File: src/rtl/tss_pkg.sv
package tss_pkg;

  typedef struct packed {
    logic               req_type;
    logic signed [19:0] pos_x;
    logic signed [19:0] pos_y;
    logic        [31:0] time_us;
  } tss_in_t;

  typedef struct packed {
    logic signed [23:0] speed_mm_s;
    logic               window_full;
    logic               outlier_rejected;
    logic               bad_interval;
  } tss_out_t;

  localparam logic [1:0] REG_WEIGHT_CENTER = 2'd0;
  localparam logic [1:0] REG_WEIGHT_NEAR   = 2'd1;
  localparam logic [1:0] REG_WEIGHT_FAR    = 2'd2;
  localparam logic [1:0] REG_SPREAD_MULT   = 2'd3;

  localparam logic signed [23:0] SPD_MAX = 24'sh7FFFFF;
  localparam logic signed [23:0] SPD_MIN = -24'sh800000;
  localparam logic [19:0] USEC_PER_SEC = 20'd1000000;

  localparam logic        REQ_START  = 1'b0;
  localparam logic        REQ_UPDATE = 1'b1;

endpackage

File: src/rtl/tss_divider.sv
// Restoring divider, one quotient bit per cycle.
module tss_divider
  import tss_pkg::*;
(
  input  logic        clk,
  input  logic        rst,
  input  logic        start,
  input  logic [48:0] dividend,
  input  logic [39:0] divisor,
  output logic        done,
  output logic [48:0] quotient
);

  logic [48:0] q;
  logic [40:0] rem;
  logic [5:0]  cnt;
  logic        busy;
  logic [40:0] rem_shift;
  logic [40:0] diff;

  assign rem_shift = {rem[39:0], q[48]};
  assign diff      = rem_shift - {1'b0, divisor};

  // Shift in one dividend bit and try subtract
  always_ff @(posedge clk) begin
    if (rst) begin
      busy <= 1'b0;
      done <= 1'b0;
      cnt  <= '0;
    end else begin
      done <= 1'b0;
      if (start) begin
        busy <= 1'b1;
        cnt  <= '0;
        q    <= dividend;
        rem  <= '0;
      end else if (busy) begin
        if (!diff[40]) begin
          rem <= diff;
          q   <= {q[47:0], 1'b1};
        end else begin
          rem <= rem_shift;
          q   <= {q[47:0], 1'b0};
        end
        cnt <= cnt + 6'd1;
        if (cnt == 6'd48) begin
          busy <= 1'b0;
          done <= 1'b1;
        end
      end
    end
  end

  assign quotient = q;

endmodule

File: config.mk
export PLATFORM = sky130hd
export DESIGN_NAME = tss_divider
export DESIGN_NICKNAME = d
export VERILOG_FILES = /design/src/rtl/tss_pkg.sv /design/src/rtl/tss_divider.sv
export SDC_FILE = /design/constraint.sdc
export NUM_CORES = 1
export LEC_CHECK = 0
export BUFFER_PORTS_ARGS = -buffer_cell sky130_fd_sc_hd__buf_2
export CAP_MARGIN = 20
export CORE_MARGIN = 8
export CORE_UTILIZATION = 35
export CTS_BUF_LIST = sky130_fd_sc_hd__clkbuf_2 sky130_fd_sc_hd__clkbuf_4 sky130_fd_sc_hd__clkbuf_8
export DETAILED_ROUTE_END_ITERATION = 8
export PLACE_DENSITY_LB_ADDON = 0.3
export SLEW_MARGIN = 25
export SYNTH_ARGS = -nofsm -noshare
export SYNTH_HDL_FRONTEND = slang
export SYNTH_SLANG_ARGS = --single-unit
File: constraint.sdc
create_clock -name clk -period 8.9 [get_ports clk]
set_clock_uncertainty 0.15 [all_clocks]
set_input_delay 1.78 -clock clk [delete_from_list [all_inputs] [get_ports clk]]
set_output_delay 1.78 -clock clk [all_outputs]
set_load 0.02 [all_outputs]
# == Word-level counts from Yosys, hierarchy flattened ==
# Index checks and enable logic that the tools add are counted.
# totals
ff_bits,97
in_bits,92
out_inout_bits,50
# op_classes
n_bitwise,2
n_eq_ne,1
muxes,9
n_addsub,2
reduce_logical,4
# ops
operator,count
$mux 49,2
$mux 40,2
$sub 41x40->41,1
$add 6x1->6 const B,1
$eq 6x6->1 const B,1
$mux 1,5
$reduce_or 3->1,1
$not 1->1,2
$reduce_and 2->1,1
$reduce_bool 2->1,1
$reduce_or 2->1,1

# == Longest topological paths before layout ==
# depth
word_depth,4
depth_mapped,15

# == Least setup slack after synthesis ==
# OpenSTA, ideal clock, no wires.
# synth_timing
path_kind,input port to flip-flop
from,input port start
to,"register q[0], in the netlist quotient[0], enable pin"
setup_slack_ns,2.020
required_time_ns,8.212
arrival_ns,6.191
cell_stages,4
cell_sequence,clkbuf_1 -> clkbuf_1 -> nor2_1 -> nor2_1
# synth_via
elab_chain_cells,2
# synth_rtl
item,line,text
start: declaration,tss_divider.sv:7,"input logic start,"
$reduce_bool 2->1 (no source line),--,
$reduce_and 2->1 (no source line),--,
end signal: assignment,tss_divider.sv:35,q <= dividend;
end signal: assignment,tss_divider.sv:40,"q <= {q[47:0], 1'b1};"
end signal: assignment,tss_divider.sv:43,"q <= {q[47:0], 1'b0};"
end: declaration,tss_divider.sv:14,logic [48:0] q;
# No other way between the ends.
# A chain may end at the register's enable or synchronous reset.

# == Final worst setup path ==
# layout_timing
from,input port divisor[0]
to,register rem[19] (data pin)
# layout_via
elab_chain_cells,3
# layout_rtl
item,line,text
start: declaration,tss_divider.sv:9,"input logic [39:0] divisor,"
$sub 41x40->41,tss_divider.sv:22,"assign diff = rem_shift - {1'b0, divisor};"
$mux 40,tss_divider.sv:38,if (!diff[40]) begin
$mux 40,tss_divider.sv:37,end else if (busy) begin
end signal: assignment,tss_divider.sv:39,rem <= diff;
end signal: assignment,tss_divider.sv:42,rem <= rem_shift;
end: declaration,tss_divider.sv:15,logic [40:0] rem;
# No other way between the ends. The select of a mux whose other input is x is not followed.

==> results.toml <==
[logic_synthesis]
synthArstFlopShare = 0
synth_area_um2 = 6630
ys_ff_latch = 97
synth_nets = 774
synth_cells = 639
synth_ff_type = "edfxtp_1"
yosysSeqAreaShare = 0.427
synth_edf_count = 89
synth_warnings = 0
synth_area_per_cell_um2 = 10.4
synthDistinctLibCells = 61

[flow_run]
drv_cap = 0

[global_routing]
antenna_found_initial = 2
grt_pass1_wl_mm = 26.6
grt_overflow_total = 0
grt_pass1_vias = 5367
grt_max_degree = 85
gr-usage-all-layers = 0.139

[timing]
worst_pin_slew_ns = 0.707
final-hold-violation-count = 0
setup_violations = 0
rsz0062_at_grt = "no"
finalCritPeriodShare = 0.563
slew_headroom = 0.517
finalSetupTns_ns = 0
clock.fmax_mhz = 200
slew_violations = 0
period_needed_ns = 5.01

[clock_network]
numCtsBuffers = 9
clock-sinks = 97
cts_resized = 0
holdBufCountCts = 0
insertion_delay_ns = 0.40
path_clk_slew_ns = 0.10
clockBufferDepth = 2
cts_root_buf = "clkbuf_8"
cts_setup_buffers = 0
htreeDepth = 3
tritoncts = "built"

[die]
die_y_um = 154
io_pins = 142
die_area_um2 = 23600
die_x_um = 154
start_util = 0.355
core_um2 = 18600
rows = 50

[final_layout]
fin_nets = 905
drive_gt1_frac = 0.294
area_growth_pct = 17.6
fillers = 1872
seqCellArea_um2 = 2830
design_area_um2 = 7790
final_common_cell = "buf_2"
post-route-util = 0.418
multi_input_area_um2 = 3490
mostFrequentLayoutCells = "buf_2, edfxtp_1, nor2_1, inv_1, mux2_2"

[detailed_routing]
first_pass_iters = 4
drc = 0
vias = 5135
first_iter_violations = 190
vias_per_cell = 5.08
wl_per_cell_um = 16.3
ant_nets = 0
drt-total-wl_mm = 16.5

[setup_path]
required_ns = 8.90
crit_fanout = 19
crit_arrival_ns = 5.01
end_kind = "register"
crit_type = "primary input to register"
cp-start-kind = "primary input"

[power_and_ir_drop]
power_leakage_uw = 0.00338
ir_drop_mv = 0.112
p_per_area_nw_per_um2 = 173

[min_path]
worstHoldPathType = "register to register"

[place]
dp_hpwl_mm = 12.5
gp_congestion = 0.803
port_buffers = 141
dpl_cell_area_um2 = 7570

[outcome]
outcome = "finished clean"
[Yosys cell counts (4+ instances only)]
library cell,number,share of area
o21bai_1,7,0.0079
a21oi_1,47,0.035
o21ai_0,21,0.016
a211oi_1,4,0.0045
ha_1,42,0.079
nand2b_1,7,0.0066
and3_1,4,0.0038
a211o_1,4,0.0053
a31oi_1,4,0.0038
xnor2_1,26,0.034
buf_2,4,0.0030
nor2b_1,4,0.0038
o2111ai_1,4,0.0053
dfxtp_1,8,0.024
o21a_1,9,0.010
inv_1,52,0.029
mux2i_1,32,0.048
nand4_1,6,0.0057
o211ai_1,7,0.0079
nand3_1,10,0.0076
nor2_1,64,0.036
a21o_1,11,0.012
edfxtp_1,89,0.40
clkbuf_1,18,0.010
nand2_1,37,0.021
mux2_2,49,0.083
nor3_1,7,0.0053
xor2_1,12,0.016
[per-layer routing]
metal	global-route usage	vias up	routed length [um]
met4	0.0280	0	140
met1	0.162	2379	7280
met3	0.0681	10	1590
met2	0.228	152	7470
li1	-	2594	-
met5	0	-	0
[report_power, final]
group	internal, uW	leakage (uW)	switching [uW]
clock network	112	0.0000963	188
registers	550	0.000923	22.5
logic	213	0.00236	262
total	876	0.00338	472
[stage by stage]
| step | instances | total power [uW] | setup slack [ns] | hold slack (ns) |
|---|---|---|---|---|
| after floorplan | 639 | 946 | 2.02 | 0.308 |
| after global placement | 991 | 1050 | 2.99 | 0.325 |
| after detailed placement | 992 | 1060 | 3.38 | 0.329 |
| after CTS | 1008 | 1360 | 3.83 | 0.343 |
| after global routing | 1009 | 1430 | 3.67 | 0.384 |
| final | 1011 | 1350 | 3.89 | 0.342 |
[critical path, cell delays in order]
cell and delay, ns:
buf_2 0.11, ha_1 0.22, fa_1 0.40, nand2b_1 0.18
a21oi_1 0.17, o211a_1 0.22, o21ai_2 0.10, nand4b_4 0.12
a31oi_4 0.12, o31ai_2 0.40, xor2_4 0.48, buf_4 0.39
mux2i_1 0.24, nor2_1 0.06
[final cells by class]
type                    instances  share of cell area
inverters                      52              0.0251
repair buffers                147               0.101
flip-flops and latches         97               0.364
multi-input cells             463               0.448
diodes                          2            0.000642
well taps                     234              0.0376
clock inverters                 6             0.00755
clock buffers                  10              0.0169
[cell families after synthesis]
group | Yosys count | synth area share
flops | 97 | 0.427
buf+inv | 79 | 0.0500
simple gates | 159 | 0.114
fa+ha+maj | 43 | 0.0823
xor+xnor | 38 | 0.0502
compound gates | 140 | 0.140
mux | 83 | 0.136
[worst paths after layout]
check / slack, ns / from / cells after the start / end
worst max-delay path: 3.89 / divisor[0] / 14 / rem[19]$_SDFFCE_PP0P_
worst min-delay path: 0.34 / cnt[5]$_SDFFE_PP0P_ / 2 / cnt[5]$_SDFFE_PP0P_
worst max register to register: 4.97 / quotient[48]$_DFFE_PP_ / 14 / rem[19]$_SDFFCE_PP0P_
worst min register to register: 0.34 / cnt[5]$_SDFFE_PP0P_ / 2 / cnt[5]$_SDFFE_PP0P_
[sequential cells by signal, summed over array words and instances, names as in the netlist]
name	flops
cnt	6
rem	40
busy	1
done	1
quotient	49
No activity file was read; power rests on OpenSTA's default activity.
