### config.mk
export PLATFORM = sky130hd
export DESIGN_NAME = tss_isqrt
export DESIGN_NICKNAME = d
export VERILOG_FILES = /design/src/rtl/tss_pkg.sv /design/src/rtl/tss_isqrt.sv
export SDC_FILE = /design/constraint.sdc
export NUM_CORES = 1
export LEC_CHECK = 0
export BUFFER_PORTS_ARGS = -buffer_cell sky130_fd_sc_hd__buf_2
export CAP_MARGIN = 30
export CORE_ASPECT_RATIO = 0.6
export CORE_UTILIZATION = 35
export DETAILED_ROUTE_END_ITERATION = 8
export PLACE_DENSITY_LB_ADDON = 0.1
export SETUP_SLACK_MARGIN = 0.4
export SYNTH_ARGS = -nofsm -noshare
export SYNTH_HDL_FRONTEND = slang
export SYNTH_SLANG_ARGS = --single-unit
### constraint.sdc
create_clock -name clk -period 12.3 [get_ports clk]
set_input_delay 2.46 -clock clk [delete_from_list [all_inputs] [get_ports clk]]
set_output_delay 2.46 -clock clk [all_outputs]
set_load 0.05 [all_outputs]
### src/rtl/tss_pkg.sv
package tss_pkg;

  typedef struct packed {
    logic               req_type;
    logic signed [19:0] pos_x;
    logic signed [19:0] pos_y;
    logic        [31:0] time_us;
  } tss_in_t;

  typedef struct packed {
    logic signed [23:0] speed_mm_s;
    logic               window_full;
    logic               outlier_rejected;
    logic               bad_interval;
  } tss_out_t;

  localparam logic [1:0] REG_WEIGHT_CENTER = 2'd0;
  localparam logic [1:0] REG_WEIGHT_NEAR   = 2'd1;
  localparam logic [1:0] REG_WEIGHT_FAR    = 2'd2;
  localparam logic [1:0] REG_SPREAD_MULT   = 2'd3;

  localparam logic signed [23:0] SPD_MAX = 24'sh7FFFFF;
  localparam logic signed [23:0] SPD_MIN = -24'sh800000;
  localparam logic [19:0] USEC_PER_SEC = 20'd1000000;

  localparam logic        REQ_START  = 1'b0;
  localparam logic        REQ_UPDATE = 1'b1;

endpackage

### src/rtl/tss_isqrt.sv
// Bit-pair square root, one result bit per cycle.
module tss_isqrt
  import tss_pkg::*;
(
  input  logic        clk,
  input  logic        rst,
  input  logic        start,
  input  logic [57:0] radicand,
  output logic        done,
  output logic [28:0] root
);

  logic [57:0] rem_hi;
  logic [57:0] shreg;
  logic [30:0] acc;
  logic [4:0]  cnt;
  logic        busy;
  logic [30:0] trial;
  logic [30:0] rem_shift;

  assign rem_shift = {acc[28:0], shreg[57:56]};
  assign trial     = {rem_hi[28:0], 2'b01};

  // Advance one bit of root per cycle
  always_ff @(posedge clk) begin
    if (rst) begin
      busy <= 1'b0;
      done <= 1'b0;
      cnt  <= '0;
    end else begin
      done <= 1'b0;
      if (start) begin
        busy   <= 1'b1;
        cnt    <= '0;
        shreg  <= radicand;
        acc    <= '0;
        rem_hi <= '0;
      end else if (busy) begin
        shreg <= {shreg[55:0], 2'b00};
        if (rem_shift >= trial) begin
          acc    <= rem_shift - trial;
          rem_hi <= {rem_hi[56:0], 1'b1};
        end else begin
          acc    <= rem_shift;
          rem_hi <= {rem_hi[56:0], 1'b0};
        end
        cnt <= cnt + 5'd1;
        if (cnt == 5'd28) begin
          busy <= 1'b0;
          done <= 1'b1;
        end
      end
    end
  end

  assign root = rem_hi[28:0];

endmodule

### After elaboration in Yosys (flattened, before gate mapping)

Cells that the tools add are included.
W data, S select, Z words.

* shift-type cells: 0
* multiplexer cells: 10
* $add $sub $neg: 2
* divide/modulo/power cells: 0
* $mul: 0
* $lt $le $gt $ge: 1
* eq/ne operators: 1
* reduce and logical (&&, ||, !) cells: 4
* bitwise gates (word level): 2

Operators by type and width (number)
* $mux W58: 2
* $mux W29: 3
* $ge A31 B31 Y1: 1
* $sub A29 B29 Y29: 1
* $add A5 B1 Y5 const B: 1
* $eq A5 B5 Y1 const B: 1
* $mux W1: 5
* $reduce_or A3 Y1: 1
* $not A1 Y1: 2
* $reduce_and A2 Y1: 1
* $reduce_bool A2 Y1: 1
* $reduce_or A2 Y1: 1

* output and inout bits: 30
* memory bits (writable): 0
* memories: 0
* bits of input ports: 61
* flip-flop bits (word level): 123
* ROM bits: 0
* logic and storage cells: 26
* bits in latches: 0

### Depth between registers and ports, before layout

Gate-level depths: netlist (run 1).

* word-level depth: 4
* gate-level depth with buffers: 11
* mapped depth without buffers: 9

### Worst setup path before layout (run 1)

No wires, ideal clock.

* kind: input to register
* start: input port start
* end: register acc[0], enable pin
* data required time: 11668 ps
* stages on the path: 4
* library setup time: 632 ps
* path buffers: 2
* arrival time: 8791 ps
* path slack: 2877 ps
* cell sequence: clkbuf_1 -> clkbuf_1 -> inv_1 -> a21oi_1

* word-level cells in the longest chain between the ends: 2

RTL lines
* from (decl): line tss_isqrt.sv:7 `input logic start,`
* $reduce_bool A2 Y1 (no source line)
* $reduce_and A2 Y1 (no source line)
* to (signal assigned): line tss_isqrt.sv:41 `acc <= rem_shift - trial;`
* to (signal assigned): line tss_isqrt.sv:44 `acc <= rem_shift;`
* to (decl): line tss_isqrt.sv:15 `logic [30:0] acc;`

Every way passes these cells.
A chain may end at the register's enable or synchronous reset.

### Worst setup path after layout (run 1)

* start: input port start
* end: register shreg[15], data pin

* word-level cells in the longest chain between the ends: 1

RTL lines
* $mux W58: line tss_isqrt.sv:32 `if (start) begin`
* to (signal assigned): line tss_isqrt.sv:35 `shreg <= radicand;`
* to (signal assigned): line tss_isqrt.sv:39 `shreg <= {shreg[55:0], 2'b00};`
* to (decl): line tss_isqrt.sv:14 `logic [57:0] shreg;`

Every way passes these cells.

==> key figures, run 1 <==
Drt
  • Total number of vias: 5206
  • Routed Antenna Nets: 0
  • Drt total wl: 17300 um
  • Pre-antenna DRT Iters: 4
  • Initial DRC count: 474
  • # DRC: 0
  • Routed wire per std cell: 17.5 um
  • Vias per inst: 5.27

Global route
  • First-pass GRT wire length: 28100 um
  • Vias in the first global route: 5077
  • Largest net degree at the start of global routing: 79
  • GR Overflow Total: 0
  • All-Layer GR Usage: 17.8%
  • Initial antenna violation count: 0

Run
  • MaxCap Viol Count: 0

Placed design
  • DP HPWL: roughly 12000 um
  • Gpl congestion: 0.857
  • PortBufs: 90
  • Place WS: 7.54 ns

Worst setup path
  • CP endpoint kind: flip-flop
  • CP Class: input port to flip-flop
  • Worst path required time: 12.47 ns
  • Critical Path Start Type: input port
  • Worst-path fanout max: 78
  • Worst path arrival time: 4.12 ns

Synth
  • Most instantiated cells after synthesis: 116 x edfxtp_1, 56 x mux2_2, 56 x nor2_1
  • Main synth FF type: edfxtp_1
  • Adder-cell share of the synthesized area: 5.92%
  • Area contributors post-synth: edfxtp_1 50%, mux2_2 9.0%, ha_1 5.9%
  • Syn_area_per_cell: 11.2 um^2
  • Post-synthesis xor/xnor area fraction: 2.38%
  • EDFF count, synth: 116
  • Synth Instances: 621
  • Asr flop ratio synth: 0%
  • Syn nets: approximately 700
  • Most common cell in the netlist: edfxtp_1
  • Post-Synth Simple-Gate Area: 10.6%
  • Mux cell area share after synthesis: 9.32%
  • Synth Warn #: 0
  • Cell taking the most area after synthesis: edfxtp_1
  • Post-synthesis cell type count: 56
  • Seq/Total Area, Yosys: around 52%
  • Mapped Area: 6980 um^2
  • Area share of the largest cell type after synthesis: 49.9%
  • Yosys reg bits: approximately 120
  • Compound-cell area share of the yosys netlist: 15.7%
  • Largest family of logic cells by synthesized area: compound AO/OA/AOI/OAI gates

Clock network
  • Resized Gates After CTS: 0
  • CTS root buf: clkbuf_16
  • Clock Sinks: 123
  • Clock tree from TritonCTS: yes
  • Post-CTS Setup Repair Bufs: 0
  • Clock-pin slew on the worst setup and hold paths: 0.06 ns
  • Clock Latency Late Sink: between 0.4 and 0.5 ns
  • CTS H-tree lvls: 4
  • Longest Clk Path Bufs: 2
  • Post-CTS Hold Buffers: 0
  • Clock buffers created by TritonCTS: 17

STA
  • Worst slew pin tran: 0.984 ns
  • Final worst slack: roughly 8.4 ns
  • Clock skew: 0.00801 ns
  • Part of the cycle the worst path needs: 32.1%
  • Final setup viols: 0
  • Final Critical Period: around 3.9 ns
  • Fmax: 253 MHz
  • Slew Limit Fails: 0
  • Final hold violation count: 0
  • Setup TNS: 0 ns
  • Slew headroom: between 30% and 40%
  • RSZ-0062 raised after global routing: no

Layout
  • Util after Layout: 43.5%
  • Fillers: 1854
  • Area growth, synth to finish: 20.2%
  • Ratio of cells with drive above 1 in the final layout: 27.4%
  • Nets: 803
  • Ant diodes: 0

Floorplanning
  • DIE HEIGHT: 111 um
  • IO Pins: 91
  • Site Rows: 39
  • Die area: 20500 um^2
  • Core ar.: 19300 um^2
  • Die width: 184 um
  • Starting Density: 36.2%

Power
  • Sw Pwr: 0.389 mW
  • Comb pwr share: 20.4%
  • Pwr Density: 159 nW/um^2
  • Sw Ratio: 29.2%
  • Pleak: around 3.3 nW
  • Reg power frac: 38.2%
  • Pint: around 0.94 mW
  • VDD IR max: 0.0996 mV
  • Clock power frac: 41.4%
  • Total power: 1.33 mW

Hold path
  • HP Class: flip-flop to flip-flop

Outcome
  • Status: complete, no violations
==> state kept, by name (all words and copies together), names as in the netlist <==
name and cells:
acc 29, done 1, rem_hi 29, cnt 5
busy 1, shreg 58
==> stage by stage <==
step | cell area (um^2) | instances | hold slack (ns)
finish | 8390 | 988 | 0.532
global route | 8390 | 988 | 0.540
CTS | 8360 | 987 | 0.534
detailed placement | 7730 | 955 | 0.521
global placement | 7680 | 953 | 0.503
floorplan | 6980 | 621 | 0.479
==> final timing paths <==
path / cells past startpoint / slack [ns] / startpoint / to
setup reg to reg: 10 / 8.85 / rem_hi[2] / acc[15]
hold / removal: 2 / 0.53 / cnt[4] / cnt[4]
setup / recovery: 3 / 8.35 / start / shreg[15]
hold reg to reg: 2 / 0.53 / cnt[4] / cnt[4]
==> placed cells by master (no fill, tap or decap), types with 21 or more instances in the layout <==
cell        n
o21ai_0    30
buf_2      89
a21oi_1    42
nand3_1    29
ha_1       33
inv_1      44
nor2_1     56
a21o_1     21
edfxtp_1  116
mux2_2     56
==> layer usage <==
layer,GRT usage (%),wire (um),up-vias
li1,-,-,2525
met1,28.4,9550,2532
met2,23.5,6920,138
met3,4.02,725,11
met4,4.72,141,0
met5,0,0,-
==> layout make-up <==
class                   instances  area [um^2]  area share [%]
clock inverters                15          211            2.52
inverters                      44          165            1.97
clock buffers                  17          425            5.07
flip-flops and latches        123         3620            43.2
multi-input cells             426         3080            36.7
repair buffers                 97          553            6.59
well taps                     266          333            3.97
==> power groups by stage <==
stage	sequential (mW)	clock [mW]	combinational [mW]
2_1_floorplan	0.538	0	0.179
3_3_place_gp	0.518	0	0.263
3_5_place_dp	0.518	0	0.266
4_1_cts	0.510	0.563	0.268
5_1_grt	0.513	0.578	0.298
6_report	0.509	0.552	0.271
==> cell families (layout without fill, tap and decap cells) <==
family | Yosys count | after routing
buf+inv | 72 | 173
flops | 123 | 123
compound gates | 161 | 161
xor+xnor | 19 | 19
simple gates | 155 | 155
mux | 58 | 58
fa+ha+maj | 33 | 33
==> worst max-delay path: stages <==
cell	delay, ns
buf_4	0.36
buf_4	0.79
mux2_2	0.42
Note: power is estimated with default switching activity, not from simulation.
==> inputs of run 2 (changes only) <==
==> constraint.sdc (replaced) <==
create_clock -name clk -period 4.01 [get_ports clk]
set_input_delay 0.802 -clock clk [delete_from_list [all_inputs] [get_ports clk]]
set_output_delay 0.802 -clock clk [all_outputs]
set_load 0.05 [all_outputs]
==> key figures, run 2 (synthesis results as in run 1) <==
Hold path
  • Hold depth: 2 (unchanged)
  • Hold EP: cnt[4]
  • HP Class: flip-flop to flip-flop
  • Min-delay src: cnt[4]

STA
  • Slew headroom: 46.5% (+12 points)
  • RSZ-0062 raised after global routing: no
  • Fmax: 314 MHz
  • Final worst slack: 0.828 ns (-7.53 ns)
  • Setup TNS: 0 ns (unchanged)
  • Final setup viols: 0 (unchanged)
  • Final hold violation count: 0 (unchanged)
  • Clock skew: 0.00714 ns (-0.000867 ns)
  • Worst slew pin tran: 0.794 ns (-0.190 ns)
  • Hold slack: 0.527 ns (-0.00461 ns)
  • Slew Limit Fails: 0 (unchanged)
  • Final Critical Period: between 3 and 4 ns
  • Part of the cycle the worst path needs: 79.4%

Clock network
  • Clock buffers created by TritonCTS: 17 (unchanged)
  • Resized Gates After CTS: 0 (unchanged)
  • Clock-pin slew on the worst setup and hold paths: 0.05 ns (about the same)
  • Post-CTS Hold Buffers: 0 (unchanged)
  • Clock Sinks: 123 (unchanged)
  • Longest Clk Path Bufs: 2 (unchanged)
  • Clock Latency Late Sink: 0.42 ns (about the same)
  • CTS root buf: clkbuf_16
  • Post-CTS Setup Repair Bufs: 0 (unchanged)
  • CTS H-tree lvls: 4 (unchanged)
  • Clock tree from TritonCTS: yes

Global route
  • Initial antenna violation count: 0 (unchanged)
  • All-Layer GR Usage: 17.8% (-0.050 points)
  • First-pass GRT wire length: 28100 um (-0.12%)
  • Vias in the first global route: 5103 (+0.51%)
  • GR Overflow Total: 0 (unchanged)
  • Largest net degree at the start of global routing: 42 (-47%)

Layout
  • Area growth, synth to finish: 18.2%
  • Most frequent cells in the layout: 116 x edfxtp_1, 89 x buf_2, 56 x mux2_2, 56 x nor2_1, 43 x inv_1
  • Most common cell after layout, fill and taps aside: edfxtp_1
  • Ant diodes: 0 (unchanged)
  • Regs by FF count: shreg: 58 flops, acc: 29 flops, rem_hi: 29 flops
  • Reg with most FFs: shreg
  • Max FFs per register: 58 (unchanged)
  • Nets: 807 (+0.50%)
  • Fillers: 1895 (+2.2%)
  • Layout Cell Area excl Fill: 8250 um^2 (-1.7%)
  • Ratio of cells with drive above 1 in the final layout: 26.8% (-0.63 points)

Placed design
  • Gpl congestion: 0.899 (+4.9%)
  • Place WS: 0.844 ns (-6.70 ns)
  • PortBufs: 90 (unchanged)
  • Placed cell areas: 7740 um^2 (+0.13%)
  • DP HPWL: 12100 um (+0.78%)

Floorplanning
  • Starting Density: 36.2% (unchanged)
  • Core ar.: 19300 um^2 (unchanged)
  • Die width: 184 um (unchanged)
  • Site Rows: 39 (unchanged)
  • Die area: 20500 um^2 (unchanged)
  • DIE HEIGHT: 111 um (unchanged)
  • IO Pins: 91 (unchanged)

Drt
  • Routed wire per std cell: 17.2 um (-2.0%)
  • Drt total wl: 17000 um (-1.8%)
  • Initial DRC count: 434 (-8.4%)
  • Total number of vias: 5162 (-0.85%)
  • Vias per inst: 5.21 (-1.0%)
  • # DRC: 0 (unchanged)
  • Pre-antenna DRT Iters: 5 (+1)
  • Routed Antenna Nets: 0 (unchanged)

Run
  • MaxCap Viol Count: 0 (unchanged)

Power
  • Sw Pwr: 1.09 mW (+180%)
  • VDD IR max: 0.278 mV (+180%)
  • Pint: 2.67 mW (+180%)
  • Pleak: 3.29 nW (-1.7%)
  • Clock power frac: 36.6% (-4.8 points)
  • Reg power frac: 41.5% (+3.3 points)
  • Comb pwr share: 21.9% (+1.5 points)
  • Sw Ratio: 29.1% (-0.17 points)
  • Total power: 3.77 mW (+180%)
  • Pwr Density: 456 nW/um^2 (+190%)

Worst setup path
  • RR Startpoint: acc[7]
  • R2R depth: 8 (-2)
  • Critical Path Start Type: flip-flop
  • Worst path required time: 4.22 ns (-8.25 ns)
  • CP endpoint kind: flip-flop
  • Worst-path fanout max: 16 (-79%)
  • FF-to-FF setup slack: 0.83 ns (-8.02 ns)
  • CP Class: flip-flop to flip-flop
  • R2R Path End: acc[26]
  • Worst path arrival time: 3.40 ns (-0.72 ns)

Outcome
  • Status: complete, no violations
run 2: cell count changes in the layout (fill, tap and decap cells not counted), sizes merged:
cell      delta
buf          +4
clkinv       +5
inv          -6
clkinvlp     -1
bufinv       -3
clkbuf       +3
run 2: cell type report:
class | instances | area (um^2) | area share, %
clock buffer | 20 | 437 | 5.29
sequential | 123 | 3620 | 43.9
timing repair buffer | 101 | 536 | 6.49
tap | 266 | 333 | 4.03
multi-input combinational | 426 | 3080 | 37.3
inverter | 44 | 165 | 2.00
clock inverter | 10 | 78.8 | 0.955
run 2: layer usage:
layer	track usage [%]	wire [um]
met4	4.22	131
met5	0	0
met1	27.8	9130
met2	22.9	6630
met3	5.86	1120
run 2: how the worst max path moves through the flow:
stage / from / to / slack, ns / cells after the start
after floorplan: start / acc[0] / 0.43 / 4
after global placement: rem_hi[5] / acc[26] / 0.94 / 9
after detailed placement: acc[7] / acc[26] / 0.84 / 8
after CTS: acc[7] / acc[26] / 0.82 / 8
after global routing: rem_hi[9] / acc[26] / 0.54 / 9
final: acc[7] / acc[26] / 0.83 / 8
run 2: metrics by stage:
step / util [%] / instances
after floorplan: - / 621
after global placement: 40.1 / 960
after detailed placement: 40.1 / 960
after CTS: 42.8 / 990
after global routing: 42.8 / 990
final: 42.8 / 990
run 2: power groups by stage:
stage                     clock network, mW  logic, mW  registers, mW
after floorplan                           0      0.552           1.64
after global placement                    0      0.818           1.58
after detailed placement                  0      0.817           1.59
after CTS                              1.42      0.824           1.56
after global routing                   1.47      0.915           1.57
final                                  1.38      0.826           1.56
run 2: worst max-delay path, stage by stage (launching register included):
cell and delay [ns]:
edfxtp_1 0.40, ha_1 0.41, nand2_2 0.13, or3_4 0.39
o211ai_2 0.23, a21oi_4 0.11, a211oi_4 0.62, o21ai_1 0.29
o32ai_1 0.38
